`config.mk`:
```
export PLATFORM = sky130hd
export DESIGN_NAME = pid_position_motor_drive_core
export DESIGN_NICKNAME = d
export VERILOG_FILES = /design/src/rtl/pidm_pkg.sv /design/src/rtl/pidm_error_stage.sv /design/src/rtl/pidm_product_stage.sv /design/src/rtl/pidm_output_stage.sv /design/src/rtl/pid_position_motor_drive_core.sv
export SDC_FILE = /design/constraint.sdc
export NUM_CORES = 2
export LEC_CHECK = 0
export BUFFER_PORTS_ARGS = -buffer_cell sky130_fd_sc_hd__buf_2
export CAP_MARGIN = 40
export CORE_UTILIZATION = 65
export DETAILED_ROUTE_END_ITERATION = 12
export GPL_TIMING_DRIVEN = 0
export MAX_ROUTING_LAYER = met4
export PLACE_DENSITY_LB_ADDON = 0.1
export SLEW_MARGIN = 20
export SYNTH_ARGS = -nofsm -noshare
export SYNTH_HDL_FRONTEND = slang
export SYNTH_SLANG_ARGS = --single-unit
```
`constraint.sdc`:
```
create_clock -name i_clk -period 15.5 [get_ports i_clk]
set_input_delay 0.775 -clock i_clk [delete_from_list [all_inputs] [get_ports i_clk]]
set_output_delay 0.775 -clock i_clk [all_outputs]
set_load 0.005 [all_outputs]
```
`src/rtl/pidm_pkg.sv`:
```
`default_nettype none
// ----------------------------------------------------------------------------
// pidm_pkg
// Shared types and constants of the PID position motor drive core.
// ----------------------------------------------------------------------------
package pidm_pkg;

    localparam int POS_W   = 32;               // target and encoder positions
    localparam int ERR_W   = 32;               // saturated error
    localparam int DIFF_W  = ERR_W + 1;        // exact difference of two errors
    localparam int SUM_W   = 16;               // stored integral
    localparam int GAIN_W  = 16;               // Q8.8 gains
    localparam int LIM_W   = 15;               // integral limit
    localparam int FRAC_W  = 8;                // fractional bits of the gains

    localparam int PP_W    = GAIN_W + ERR_W;   // proportional product
    localparam int PI_W    = GAIN_W + SUM_W;   // integral product
    localparam int PD_W    = GAIN_W + DIFF_W;  // derivative product
    localparam int ACC_W   = PD_W + 2;         // sum of three products
    localparam int Q_W     = ACC_W - FRAC_W;   // integer part of the sum

    localparam int OUT_MAX = 255;
    localparam int CMD_W   = 17;               // holds +/- OUT_MAX
    localparam int LEVEL_W = 8;
    localparam int DIR_W   = 2;

    localparam int CFG_IDX_W  = 2;
    localparam int CFG_DATA_W = 16;

    localparam logic [CFG_IDX_W-1:0] CFG_GAIN_PROP  = 2'd0;
    localparam logic [CFG_IDX_W-1:0] CFG_GAIN_INTEG = 2'd1;
    localparam logic [CFG_IDX_W-1:0] CFG_GAIN_DERIV = 2'd2;
    localparam logic [CFG_IDX_W-1:0] CFG_INT_LIMIT  = 2'd3;

    localparam logic [GAIN_W-1:0] RST_GAIN_PROP  = 16'd128;
    localparam logic [GAIN_W-1:0] RST_GAIN_INTEG = 16'd0;
    localparam logic [GAIN_W-1:0] RST_GAIN_DERIV = 16'd0;
    localparam logic [LIM_W-1:0]  RST_INT_LIMIT  = 15'd128;

    localparam logic [DIR_W-1:0] DIR_STOP = 2'd0;
    localparam logic [DIR_W-1:0] DIR_FWD  = 2'd1;
    localparam logic [DIR_W-1:0] DIR_REV  = 2'd2;

    typedef struct packed {
        logic [GAIN_W-1:0] gain_prop;
        logic [GAIN_W-1:0] gain_integ;
        logic [GAIN_W-1:0] gain_deriv;
        logic [LIM_W-1:0]  integral_limit;
    } t_cfg;

    // load: the stage takes a new item; valid: the item offered from upstream
    typedef struct packed {
        logic load;
        logic valid;
    } t_stage_ctrl;

endpackage
`default_nettype wire

```
`src/rtl/pidm_error_stage.sv`:
```
`default_nettype none
// ----------------------------------------------------------------------------
// pidm_error_stage
// Saturated error, clamped integral and derivative; holds the controller state.
// ----------------------------------------------------------------------------
module pidm_error_stage
    import pidm_pkg::*;
(
    input  wire logic                     i_clk,
    input  wire logic                     i_rst_n,
    input  wire t_stage_ctrl              i_ctrl,
    input  wire t_cfg                     i_cfg,
    input  wire logic signed [POS_W-1:0]  i_target,
    input  wire logic signed [POS_W-1:0]  i_measured,
    output logic signed [ERR_W-1:0]       o_error,
    output logic signed [SUM_W-1:0]       o_integ,
    output logic signed [DIFF_W-1:0]      o_deriv
);

    localparam logic signed [ERR_W-1:0] ERR_MAX = {1'b0, {(ERR_W-1){1'b1}}};
    localparam logic signed [ERR_W-1:0] ERR_MIN = {1'b1, {(ERR_W-1){1'b0}}};

    logic signed [SUM_W-1:0]  r_sum;
    logic signed [ERR_W-1:0]  r_last;
    logic signed [ERR_W-1:0]  r_error;
    logic signed [SUM_W-1:0]  r_integ;
    logic signed [DIFF_W-1:0] r_deriv;

    logic signed [POS_W:0]    diff;
    logic signed [ERR_W-1:0]  n_error;
    logic signed [DIFF_W-1:0] integ_raw;
    logic signed [DIFF_W-1:0] lim_pos;
    logic signed [DIFF_W-1:0] lim_neg;
    logic signed [DIFF_W-1:0] integ_cl;
    logic signed [SUM_W-1:0]  n_integ;
    logic signed [DIFF_W-1:0] n_deriv;

    always_comb begin
        diff = {i_target[POS_W-1], i_target} - {i_measured[POS_W-1], i_measured};
        // overflow past 32 bits shows as the top two bits differing
        if (diff[POS_W] != diff[POS_W-1]) begin
            n_error = diff[POS_W] ? ERR_MIN : ERR_MAX;
        end else begin
            n_error = diff[ERR_W-1:0];
        end

        integ_raw = {n_error[ERR_W-1], n_error}
                  + {{(DIFF_W-SUM_W){r_sum[SUM_W-1]}}, r_sum};
        lim_pos   = {{(DIFF_W-LIM_W){1'b0}}, i_cfg.integral_limit};
        lim_neg   = -lim_pos;
        if (integ_raw > lim_pos) begin
            integ_cl = lim_pos;
        end else if (integ_raw < lim_neg) begin
            integ_cl = lim_neg;
        end else begin
            integ_cl = integ_raw;
        end
        n_integ = integ_cl[SUM_W-1:0];

        n_deriv = {n_error[ERR_W-1], n_error} - {r_last[ERR_W-1], r_last};
    end

    always_ff @(posedge i_clk) begin
        if (!i_rst_n) begin
            r_sum  <= '0;
            r_last <= '0;
        end else if (i_ctrl.load && i_ctrl.valid) begin
            r_sum  <= n_integ;
            r_last <= n_error;
        end
    end

    always_ff @(posedge i_clk) begin
        if (i_ctrl.load) begin
            r_error <= n_error;
            r_integ <= n_integ;
            r_deriv <= n_deriv;
        end
    end

    assign o_error = r_error;
    assign o_integ = r_integ;
    assign o_deriv = r_deriv;

endmodule
`default_nettype wire

```
`src/rtl/pidm_product_stage.sv`:
```
`default_nettype none
// ----------------------------------------------------------------------------
// pidm_product_stage
// The three gain products, each registered.
// ----------------------------------------------------------------------------
module pidm_product_stage
    import pidm_pkg::*;
(
    input  wire logic                     i_clk,
    input  wire logic                     i_load,
    input  wire t_cfg                     i_cfg,
    input  wire logic signed [ERR_W-1:0]  i_error,
    input  wire logic signed [SUM_W-1:0]  i_integ,
    input  wire logic signed [DIFF_W-1:0] i_deriv,
    output logic signed [PP_W-1:0]        o_p_prop,
    output logic signed [PI_W-1:0]        o_p_integ,
    output logic signed [PD_W-1:0]        o_p_deriv
);

    logic signed [GAIN_W-1:0] kp;
    logic signed [GAIN_W-1:0] ki;
    logic signed [GAIN_W-1:0] kd;
    logic signed [PP_W-1:0]   n_p_prop;
    logic signed [PI_W-1:0]   n_p_integ;
    logic signed [PD_W-1:0]   n_p_deriv;
    logic signed [PP_W-1:0]   r_p_prop;
    logic signed [PI_W-1:0]   r_p_integ;
    logic signed [PD_W-1:0]   r_p_deriv;

    always_comb begin
        kp        = i_cfg.gain_prop;
        ki        = i_cfg.gain_integ;
        kd        = i_cfg.gain_deriv;
        n_p_prop  = kp * i_error;
        n_p_integ = ki * i_integ;
        n_p_deriv = kd * i_deriv;
    end

    always_ff @(posedge i_clk) begin
        if (i_load) begin
            r_p_prop  <= n_p_prop;
            r_p_integ <= n_p_integ;
            r_p_deriv <= n_p_deriv;
        end
    end

    assign o_p_prop  = r_p_prop;
    assign o_p_integ = r_p_integ;
    assign o_p_deriv = r_p_deriv;

endmodule
`default_nettype wire

```
`src/rtl/pidm_output_stage.sv`:
```
`default_nettype none
// ----------------------------------------------------------------------------
// pidm_output_stage
// Sum of products, truncation toward zero, saturation, direction and level.
// ----------------------------------------------------------------------------
module pidm_output_stage
    import pidm_pkg::*;
(
    input  wire logic                     i_clk,
    input  wire logic                     i_load,
    input  wire logic signed [PP_W-1:0]   i_p_prop,
    input  wire logic signed [PI_W-1:0]   i_p_integ,
    input  wire logic signed [PD_W-1:0]   i_p_deriv,
    output logic [LEVEL_W-1:0]            o_level,
    output logic [DIR_W-1:0]              o_dir
);

    localparam logic signed [Q_W-1:0] CMD_HI = Q_W'(OUT_MAX);
    localparam logic signed [Q_W-1:0] CMD_LO = -CMD_HI;

    logic signed [ACC_W-1:0] acc;
    logic                    round_up;
    logic signed [Q_W-1:0]   quot;
    logic signed [Q_W-1:0]   cmd_sat;
    logic signed [CMD_W-1:0] cmd;
    logic [CMD_W-1:0]        mag;
    logic [LEVEL_W-1:0]      n_level;
    logic [DIR_W-1:0]        n_dir;
    logic [LEVEL_W-1:0]      r_level;
    logic [DIR_W-1:0]        r_dir;

    always_comb begin
        acc = ACC_W'(i_p_prop) + ACC_W'(i_p_integ) + ACC_W'(i_p_deriv);
        // floor shift, then step back toward zero for negative inexact values
        round_up = acc[ACC_W-1] && (|acc[FRAC_W-1:0]);
        quot     = acc[ACC_W-1:FRAC_W] + {{(Q_W-1){1'b0}}, round_up};
        if (quot > CMD_HI) begin
            cmd_sat = CMD_HI;
        end else if (quot < CMD_LO) begin
            cmd_sat = CMD_LO;
        end else begin
            cmd_sat = quot;
        end
        cmd = cmd_sat[CMD_W-1:0];
        mag = cmd[CMD_W-1] ? CMD_W'(-cmd) : cmd;
        n_level = mag[LEVEL_W-1:0];
        if (cmd[CMD_W-1]) begin
            n_dir = DIR_REV;
        end else if (cmd != '0) begin
            n_dir = DIR_FWD;
        end else begin
            n_dir = DIR_STOP;
        end
    end

    always_ff @(posedge i_clk) begin
        if (i_load) begin
            r_level <= n_level;
            r_dir   <= n_dir;
        end
    end

    assign o_level = r_level;
    assign o_dir   = r_dir;

endmodule
`default_nettype wire

```
`src/rtl/pid_position_motor_drive_core.sv`:
```
`default_nettype none
// ----------------------------------------------------------------------------
// pid_position_motor_drive_core
// PID position controller with integral clamp, giving direction and PWM level.
// ----------------------------------------------------------------------------
// Use:
//   slave stream  : one control sample per transfer (target, encoder count)
//   master stream : one drive command per sample (PWM level, direction)
//   config port   : gains and integral limit, written while the core is idle
// A sample taken at the accepting edge passes through the input register, the
// error/integral stage, the product stage and the output register, in that
// order, to its command on the master side. While the receiver accepts, a
// sample is taken every cycle; the integral and previous error close their
// loop inside the error stage, which is what allows the rate of one sample
// per clock.
// When the receiver stalls, the output register holds its command and the
// stages behind it keep filling until each holds an item, after which
// o_s_axis_tready falls. Reset clears the stage valid bits, the integral and
// the previous error, and loads the default gains (kp = 0.5, ki = kd = 0)
// and an integral limit of 128.
// ----------------------------------------------------------------------------
module pid_position_motor_drive_core
    import pidm_pkg::*;
(
    input  wire logic                  i_clk,
    input  wire logic                  i_rst_n,
    // slave stream
    input  wire logic                  i_s_axis_tvalid,
    output logic                       o_s_axis_tready,
    input  wire logic [63:0]           i_s_axis_tdata,  // target_position, measured_position
    // master stream
    output logic                       o_m_axis_tvalid,
    input  wire logic                  i_m_axis_tready,
    output logic [15:0]                o_m_axis_tdata,  // drive_level, direction, zero fill
    // configuration
    input  wire logic                  i_cfg_we,
    input  wire logic [CFG_IDX_W-1:0]  i_cfg_index,
    input  wire logic [CFG_DATA_W-1:0] i_cfg_data
);

    t_cfg r_cfg;

    logic r_va, r_vb, r_vc, r_vd;
    logic adv_a, adv_b, adv_c, adv_d;

    logic signed [POS_W-1:0] r_target;
    logic signed [POS_W-1:0] r_measured;

    t_stage_ctrl ctrl_b;

    logic signed [ERR_W-1:0]  error;
    logic signed [SUM_W-1:0]  integ;
    logic signed [DIFF_W-1:0] deriv;
    logic signed [PP_W-1:0]   p_prop;
    logic signed [PI_W-1:0]   p_integ;
    logic signed [PD_W-1:0]   p_deriv;
    logic [LEVEL_W-1:0]       level;
    logic [DIR_W-1:0]         dir;

    // configuration registers
    always_ff @(posedge i_clk) begin
        if (!i_rst_n) begin
            r_cfg.gain_prop      <= RST_GAIN_PROP;
            r_cfg.gain_integ     <= RST_GAIN_INTEG;
            r_cfg.gain_deriv     <= RST_GAIN_DERIV;
            r_cfg.integral_limit <= RST_INT_LIMIT;
        end else if (i_cfg_we) begin
            case (i_cfg_index)
                CFG_GAIN_PROP:  r_cfg.gain_prop      <= i_cfg_data;
                CFG_GAIN_INTEG: r_cfg.gain_integ     <= i_cfg_data;
                CFG_GAIN_DERIV: r_cfg.gain_deriv     <= i_cfg_data;
                CFG_INT_LIMIT:  r_cfg.integral_limit <= i_cfg_data[LIM_W-1:0];
                default: begin
                end
            endcase
        end
    end

    // a stage loads when it is empty or its item moves on
    assign adv_d = !r_vd || i_m_axis_tready;
    assign adv_c = !r_vc || adv_d;
    assign adv_b = !r_vb || adv_c;
    assign adv_a = !r_va || adv_b;

    always_ff @(posedge i_clk) begin
        if (!i_rst_n) begin
            r_va <= 1'b0;
            r_vb <= 1'b0;
            r_vc <= 1'b0;
            r_vd <= 1'b0;
        end else begin
            if (adv_a) r_va <= i_s_axis_tvalid;
            if (adv_b) r_vb <= r_va;
            if (adv_c) r_vc <= r_vb;
            if (adv_d) r_vd <= r_vc;
        end
    end

    // input register
    always_ff @(posedge i_clk) begin
        if (adv_a) begin
            r_target   <= i_s_axis_tdata[POS_W-1:0];
            r_measured <= i_s_axis_tdata[2*POS_W-1:POS_W];
        end
    end

    assign ctrl_b = '{load: adv_b, valid: r_va};

    pidm_error_stage u_error (
        .i_clk      (i_clk),
        .i_rst_n    (i_rst_n),
        .i_ctrl     (ctrl_b),
        .i_cfg      (r_cfg),
        .i_target   (r_target),
        .i_measured (r_measured),
        .o_error    (error),
        .o_integ    (integ),
        .o_deriv    (deriv)
    );

    pidm_product_stage u_product (
        .i_clk     (i_clk),
        .i_load    (adv_c),
        .i_cfg     (r_cfg),
        .i_error   (error),
        .i_integ   (integ),
        .i_deriv   (deriv),
        .o_p_prop  (p_prop),
        .o_p_integ (p_integ),
        .o_p_deriv (p_deriv)
    );

    pidm_output_stage u_output (
        .i_clk     (i_clk),
        .i_load    (adv_d),
        .i_p_prop  (p_prop),
        .i_p_integ (p_integ),
        .i_p_deriv (p_deriv),
        .o_level   (level),
        .o_dir     (dir)
    );

    assign o_s_axis_tready = adv_a;
    assign o_m_axis_tvalid = r_vd;
    assign o_m_axis_tdata  = {{(16-LEVEL_W-DIR_W){1'b0}}, dir, level};

endmodule
`default_nettype wire
```
Word-level counts from Yosys, hierarchy flattened --
Cells that the tools add are included.
Word-level totals: flip-flop bits (word level) 399, bits in latches 0, RAM bits 0, ROM bits 0, bits of input ports 87, word-level logic and storage cells 64, memories kept 0
Cells by class: add/subtract/negate cells 8, multiply operators 3, div/mod/pow operators 0, magnitude comparators 4, equal/unequal tests 4, shifts and indexed selects 0, muxes and demuxes 8, bitwise gates (word level) 0, reductions and logical operators 17
Operators with widths (number):
- subtractor 32 x 32 -> 33 bit | 2
- 2-to-1 mux 32 bit | 2
- adder 49 x 49 -> 50 bit | 1
- adder 48 x 32 -> 49 bit | 1
- multiplier 16 x 33 -> 49 bit | 1
- multiplier 16 x 32 -> 48 bit | 1
- adder 43 x 1 -> 43 bit | 1
- greater-than comparator 43 x 9 -> 1 bit (second input constant) | 1
- less-than comparator 43 x 9 -> 1 bit (second input constant) | 1
- 2-to-1 mux 17 bit | 2
- adder 32 x 16 -> 33 bit | 1
- greater-than comparator 33 x 16 -> 1 bit | 1
- less-than comparator 33 bit | 1
- negation 15 -> 33 bit | 1
- multiplier 16 x 16 -> 32 bit | 1
- 2-to-1 mux 16 bit | 2
- nonzero test 17 bit | 1
- 2-to-1 mux 8 bit | 1
- negation 8 bit | 1
- AND reduction 2 bit | 4
- OR reduction 8 bit | 1
- == test 2 bit (second input constant) | 2
- logical NOT 1 bit | 4
- logical OR 1 bit | 4
- other kinds (5) | 6

Longest topological paths before layout --
depth after elaboration 10, mapped depth 46, mapped depth without buffers 43

By module --
From an unflattened synthesis, not the netlist that was laid out.
Second synthesis, totals: cell total of the unflattened synthesis 7835, area, all modules 72489.5 um2
By module, submodules not included:
- pidm_product_stage | times used 1, cells an instance 5347, area an instance 49860.3 um2, sequential area each 3873.7 um2
- pidm_error_stage | times used 1, cells an instance 1283, area an instance 11352.1 um2, sequential area each 3393.3 um2
- pidm_output_stage | times used 1, cells an instance 891, area an instance 6836.6 um2, sequential area each 300.3 um2
- pid_position_motor_drive_core | times used 1, cells an instance 314, area an instance 4440.5 um2, sequential area each 3263.1 um2

Least setup slack after synthesis --
OpenSTA, ideal clock, no wires.
path kind reg2reg, start point register r_target[0], end point register u_error.r_sum[10], setup time 0.058 ns, arrival time 8.326 ns, data required time 15.442 ns, slack 7.116 ns, cell stages (with the launch flop) 42, buffers on the path 3, cells stage by stage edfxtp_1 > inv_1 > ha_1 > inv_1 > fa_1 > a21o_1 > a21oi_1 > nor2b_1 > o22ai_1 > o2111ai_1 > nand2_1 > o211ai_1 > a311o_1 > nand2_1 > a211oi_1 > o31ai_1 > a31oi_1 > clkbuf_1 > [... 6 more ...] > o21a_1 > nor2_1 > xnor2_1 > ha_1 > a21o_1 > a21o_1 > a21oi_1 > o21ai_0 > a21oi_1 > o21ai_0 > a211o_1 > or4_1 > or4_1 > o41ai_2 > buf_4 > mux2i_1 > nand2_1 > nand2_1
On the way: cells in the longest elaborated chain, start to end 7
RTL lines:
- start, declared | RTL line pid_position_motor_drive_core.sv:46 | logic signed [POS_W-1:0] r_target;
- start signal, assigned | RTL line pid_position_motor_drive_core.sv:102 | r_target <= i_s_axis_tdata[POS_W-1:0];
- subtractor 32 x 32 -> 33 bit * | RTL line pidm_error_stage.sv:39 | diff = {i_target[POS_W-1], i_target} - {i_measured[POS_W-1], i_measured};
- 2-to-1 mux 32 bit or inequality test 1 bit (tied branches) | RTL line pidm_error_stage.sv:42, pidm_error_stage.sv:41
- 2-to-1 mux 32 bit * | RTL line pidm_error_stage.sv:41 | if (diff[POS_W] != diff[POS_W-1]) begin
- named net u_error.n_error[4] | RTL line pidm_error_stage.sv:30 | logic signed [ERR_W-1:0] n_error;
- adder 32 x 16 -> 33 bit * | RTL line pidm_error_stage.sv:48 | + {{(DIFF_W-SUM_W){r_sum[SUM_W-1]}}, r_sum};
- less-than comparator 33 bit | RTL line pidm_error_stage.sv:53 | end else if (integ_raw < lim_neg) begin
- 2-to-1 mux 16 bit | RTL line pidm_error_stage.sv:53
- 2-to-1 mux 16 bit * | RTL line pidm_error_stage.sv:51 | if (integ_raw > lim_pos) begin
- named net u_error.integ_cl[10] | RTL line pidm_error_stage.sv:34 | logic signed [DIFF_W-1:0] integ_cl;
- end signal, assigned | RTL line pidm_error_stage.sv:68 | r_sum <= n_integ;
- end, declared | RTL line pidm_error_stage.sv:23 | logic signed [SUM_W-1:0] r_sum;
Mark *: on every way through the listed nets, which the timed path passes. The rest lies on a longest branch. A chain may end at the register's enable or synchronous reset.

Worst setup path after layout --
start point register r_target[1], end point register u_error.r_sum[13]
Same word-level chain as after synthesis.

==> reports/results.tsv <==
metric	value	unit
first-pass GRT wire length	324000	um
Main synth FF type	edfxtp_1	
Synth area leaders	fa_1 37%, edfxtp_1 12%, ha_1 9.0%, inv_1 7.6%, and2_1 6.0%	
vias per std cell	5.93	
IO Port Bufs	98	
Worst Path Arrival	12.40	ns
largest net degree at the start of global routing	66	
Die ar.	0.109	mm2
initial core utilization	0.656	
io pins	105	
die height	331	um
Post-synth ARST share	0	
Final setup viols	0	
sequential share of the synthesized area	0.154	
register area	0.0108	mm2
layout cells sized above 1	0.0370	
CTS tree	yes	
skew final	0.0175	ns
DRT Pass-1 Iters	6	
CTS buffer count	44	
RD Place Congestion	1.06	
wire per inst	23.4	um
leakage power total	33.1	nW
Synth top area share	0.371	
Final Core Density	0.693	
Syn Area/Cell	9.40	um2
most frequent cells in the layout	1,420 x inv_1, 1,301 x fa_1, 901 x nand2_1	
Max Fclk	84.6	MHz
clk sinks	399	
startpoint types	flop	
Clock transition at path regs	0.06	ns
CP peak stage delay	0.77	ns
Fillers	8506	
Max clock buf depth	3	
drt drc	0	
Post-DRT Antenna Nets	0	
worst setup path startpoint	r_target[1]	
worst vdd ir	0.000159	V
r2r worst-path depth	39	
core outline area	0.107	mm2
area occupied by multi-input gates	0.0530	mm2
final max-slew violation count	0	
nets	9543	
Seq cells post-synth	399	
crit path capture type	flop	
reg-to-reg startpoint	r_target[1]	
Critical Path RT	16.08	ns
Tightest Pin Transition	0.936	ns
Setup CP Type	flop to flop	
drt total wl	213000	um
hold-fix buffers at CTS	0	
area added between synthesis and finish	5.66	%
Die Wd	331	um
Tcrit/Tclk final	0.763	
Placement Setup Slack	3.92	ns
H-Tree Depth	2	
Synth area leader	fa_1	
Tmin final	11.83	ns
vias in the first global route	55300	
Clk Latency, worst-skew pair	0.64	ns
setup_tns	0	ns
R2R Path End	u_error.r_sum[13]	
EDFF count, synth	284	
DR vias	54000	
Root Driver	clkbuf_16	
commonest non-fill, non-tap cell in the layout	inv_1	
total design power	12.5	mW
initial antenna violation count	15	
Max-slew headroom	0.376	
post-CTS setup buffers	0	
final worst setup slack	3.67	ns
total grt overflow	0	
Synth Warn #	0	
Core Rows	120	
1st-iter DRT viols	4931	
status	completed	
Setup crit end	u_error.r_sum[13]	
Final Hold Vio Count	0	
Most Frequent Cell on Critical Path	a21oi_1	
MaxCap Viol Count	0	
Final Cell Area	0.0743	mm2
post-CTS sizing	0	
unrepaired setup endpoints after global routing	no	
slowest stage cell, crit path	a2111oi_0	
HPWL after DPL	179000	um
Mapped Cells	7481	
CP max FO	10	
power per cell area	169	mW/mm2
worst hold-check path type	input port to flop	
reg2reg setup slack	3.67	ns
Yosys cell types	100	
gr usage total	0.413	
Synth Cell Area	0.0703	mm2
placed cell area	0.0727	mm2
==> flip-flops by register name (all words and copies together), names as in the netlist, 33 cells and up <==
name / count
u_product.o_p_deriv: 49
u_error.o_deriv: 33
u_product.o_p_prop: 48
r_cfg: 63
==> report_power, final <==
| group | switching, mW | total [mW] | internal (mW) |
|---|---|---|---|
| logic | 6.03 | 9.49 | 3.46 |
| clock network | 0.470 | 1.04 | 0.566 |
| registers | 0.437 | 2.01 | 1.57 |
| total | 6.94 | 12.5 | 5.60 |
==> cell type report <==
cell class	count	area share
Timing Repair Buffer	115	0.00991
Multi-Input combinational cell	5385	0.714
Clock inverter	28	0.00355
Inverter	1422	0.0719
Clock buffer	54	0.0153
Sequential cell	399	0.146
Antenna cell	16	0.000539
Buffer	280	0.0150
Tap cell	1403	0.0236
==> routing by layer <==
layer,global-route usage,share of wire
met1,0.530,0.39
met4,0.194,0.055
met5,-,0
met3,0.102,0.11
met2,0.616,0.45
==> cell usage after synthesis, drive strengths merged, types with 8 or more instances <==
| cell type | count |
|---|---|
| ha | 508 |
| o21ai | 181 |
| a211oi | 26 |
| and2 | 675 |
| nor3b | 8 |
| nor4 | 24 |
| o22ai | 8 |
| inv | 1421 |
| o31a | 8 |
| nand4 | 44 |
| a21oi | 229 |
| nor2b | 50 |
| xor2 | 63 |
| o211ai | 23 |
| and4 | 18 |
| or2 | 32 |
| and3 | 39 |
| mux2i | 30 |
| nor3 | 94 |
| xnor2 | 213 |
| or3 | 28 |
| a211o | 12 |
| o21a | 48 |
| o31ai | 19 |
| o21bai | 23 |
| nand2 | 904 |
| clkbuf | 257 |
| a21boi | 82 |
| edfxtp | 284 |
| nor2 | 235 |
| maj3 | 23 |
| fa | 1301 |
| a21o | 79 |
| or4 | 11 |
| nand3 | 96 |
| a31oi | 21 |
| buf | 23 |
| nand2b | 99 |
| dfxtp | 115 |
| a31o | 8 |
==> critical path, delay by kind of cell (launching register included) <==
kind / cells / cell delay, ns
multiplexers: 2 / 0.73
adder cells (fa/ha/maj): 3 / 0.83
buffers and inverters: 3 / 1.47
XOR/XNOR: 2 / 0.82
AND/OR/NAND/NOR: 10 / 2.10
AO/OA/AOI/OAI: 19 / 5.39
flip-flops: 1 / 0.42
==> worst min path at each step <==
stage / from / to / slack (ns) / depth (start not counted)
after floorplan: u_error.r_last[10] / u_error.r_last[10] / 0.43 / 2
after detailed placement: u_error.r_last[6] / u_error.r_last[6] / 0.45 / 2
final: i_s_axis_tdata[0] / r_target[0] / 0.31 / 1
after global placement: u_error.r_last[21] / u_error.r_last[21] / 0.44 / 2
after CTS: i_s_axis_tdata[0] / r_target[0] / 0.29 / 1
after global routing: i_s_axis_tdata[48] / r_measured[16] / 0.30 / 1
==> kinds of logic (layout without fill, tap and decap cells) <==
kind of cell    Yosys count  after routing  share of synthesized area
simple gates           2388           2388                      0.172
xor+xnor                276            276                     0.0344
buf+inv                1702           1899                     0.0917
other cells               1             22                  0.0000534
mux                      33             33                    0.00475
flops                   399            399                      0.154
fa+ha+maj              1832           1832                      0.464
compound gates          850            850                     0.0792
==> through the flow <==
stage	hold slack (ns)	cells
2_1_floorplan	0.425	7486
3_3_place_gp	0.438	8987
3_5_place_dp	0.446	8996
4_1_cts	0.289	9078
5_1_grt	0.301	9093
6_report	0.312	9102
No activity file was read; power rests on OpenSTA's default activity.
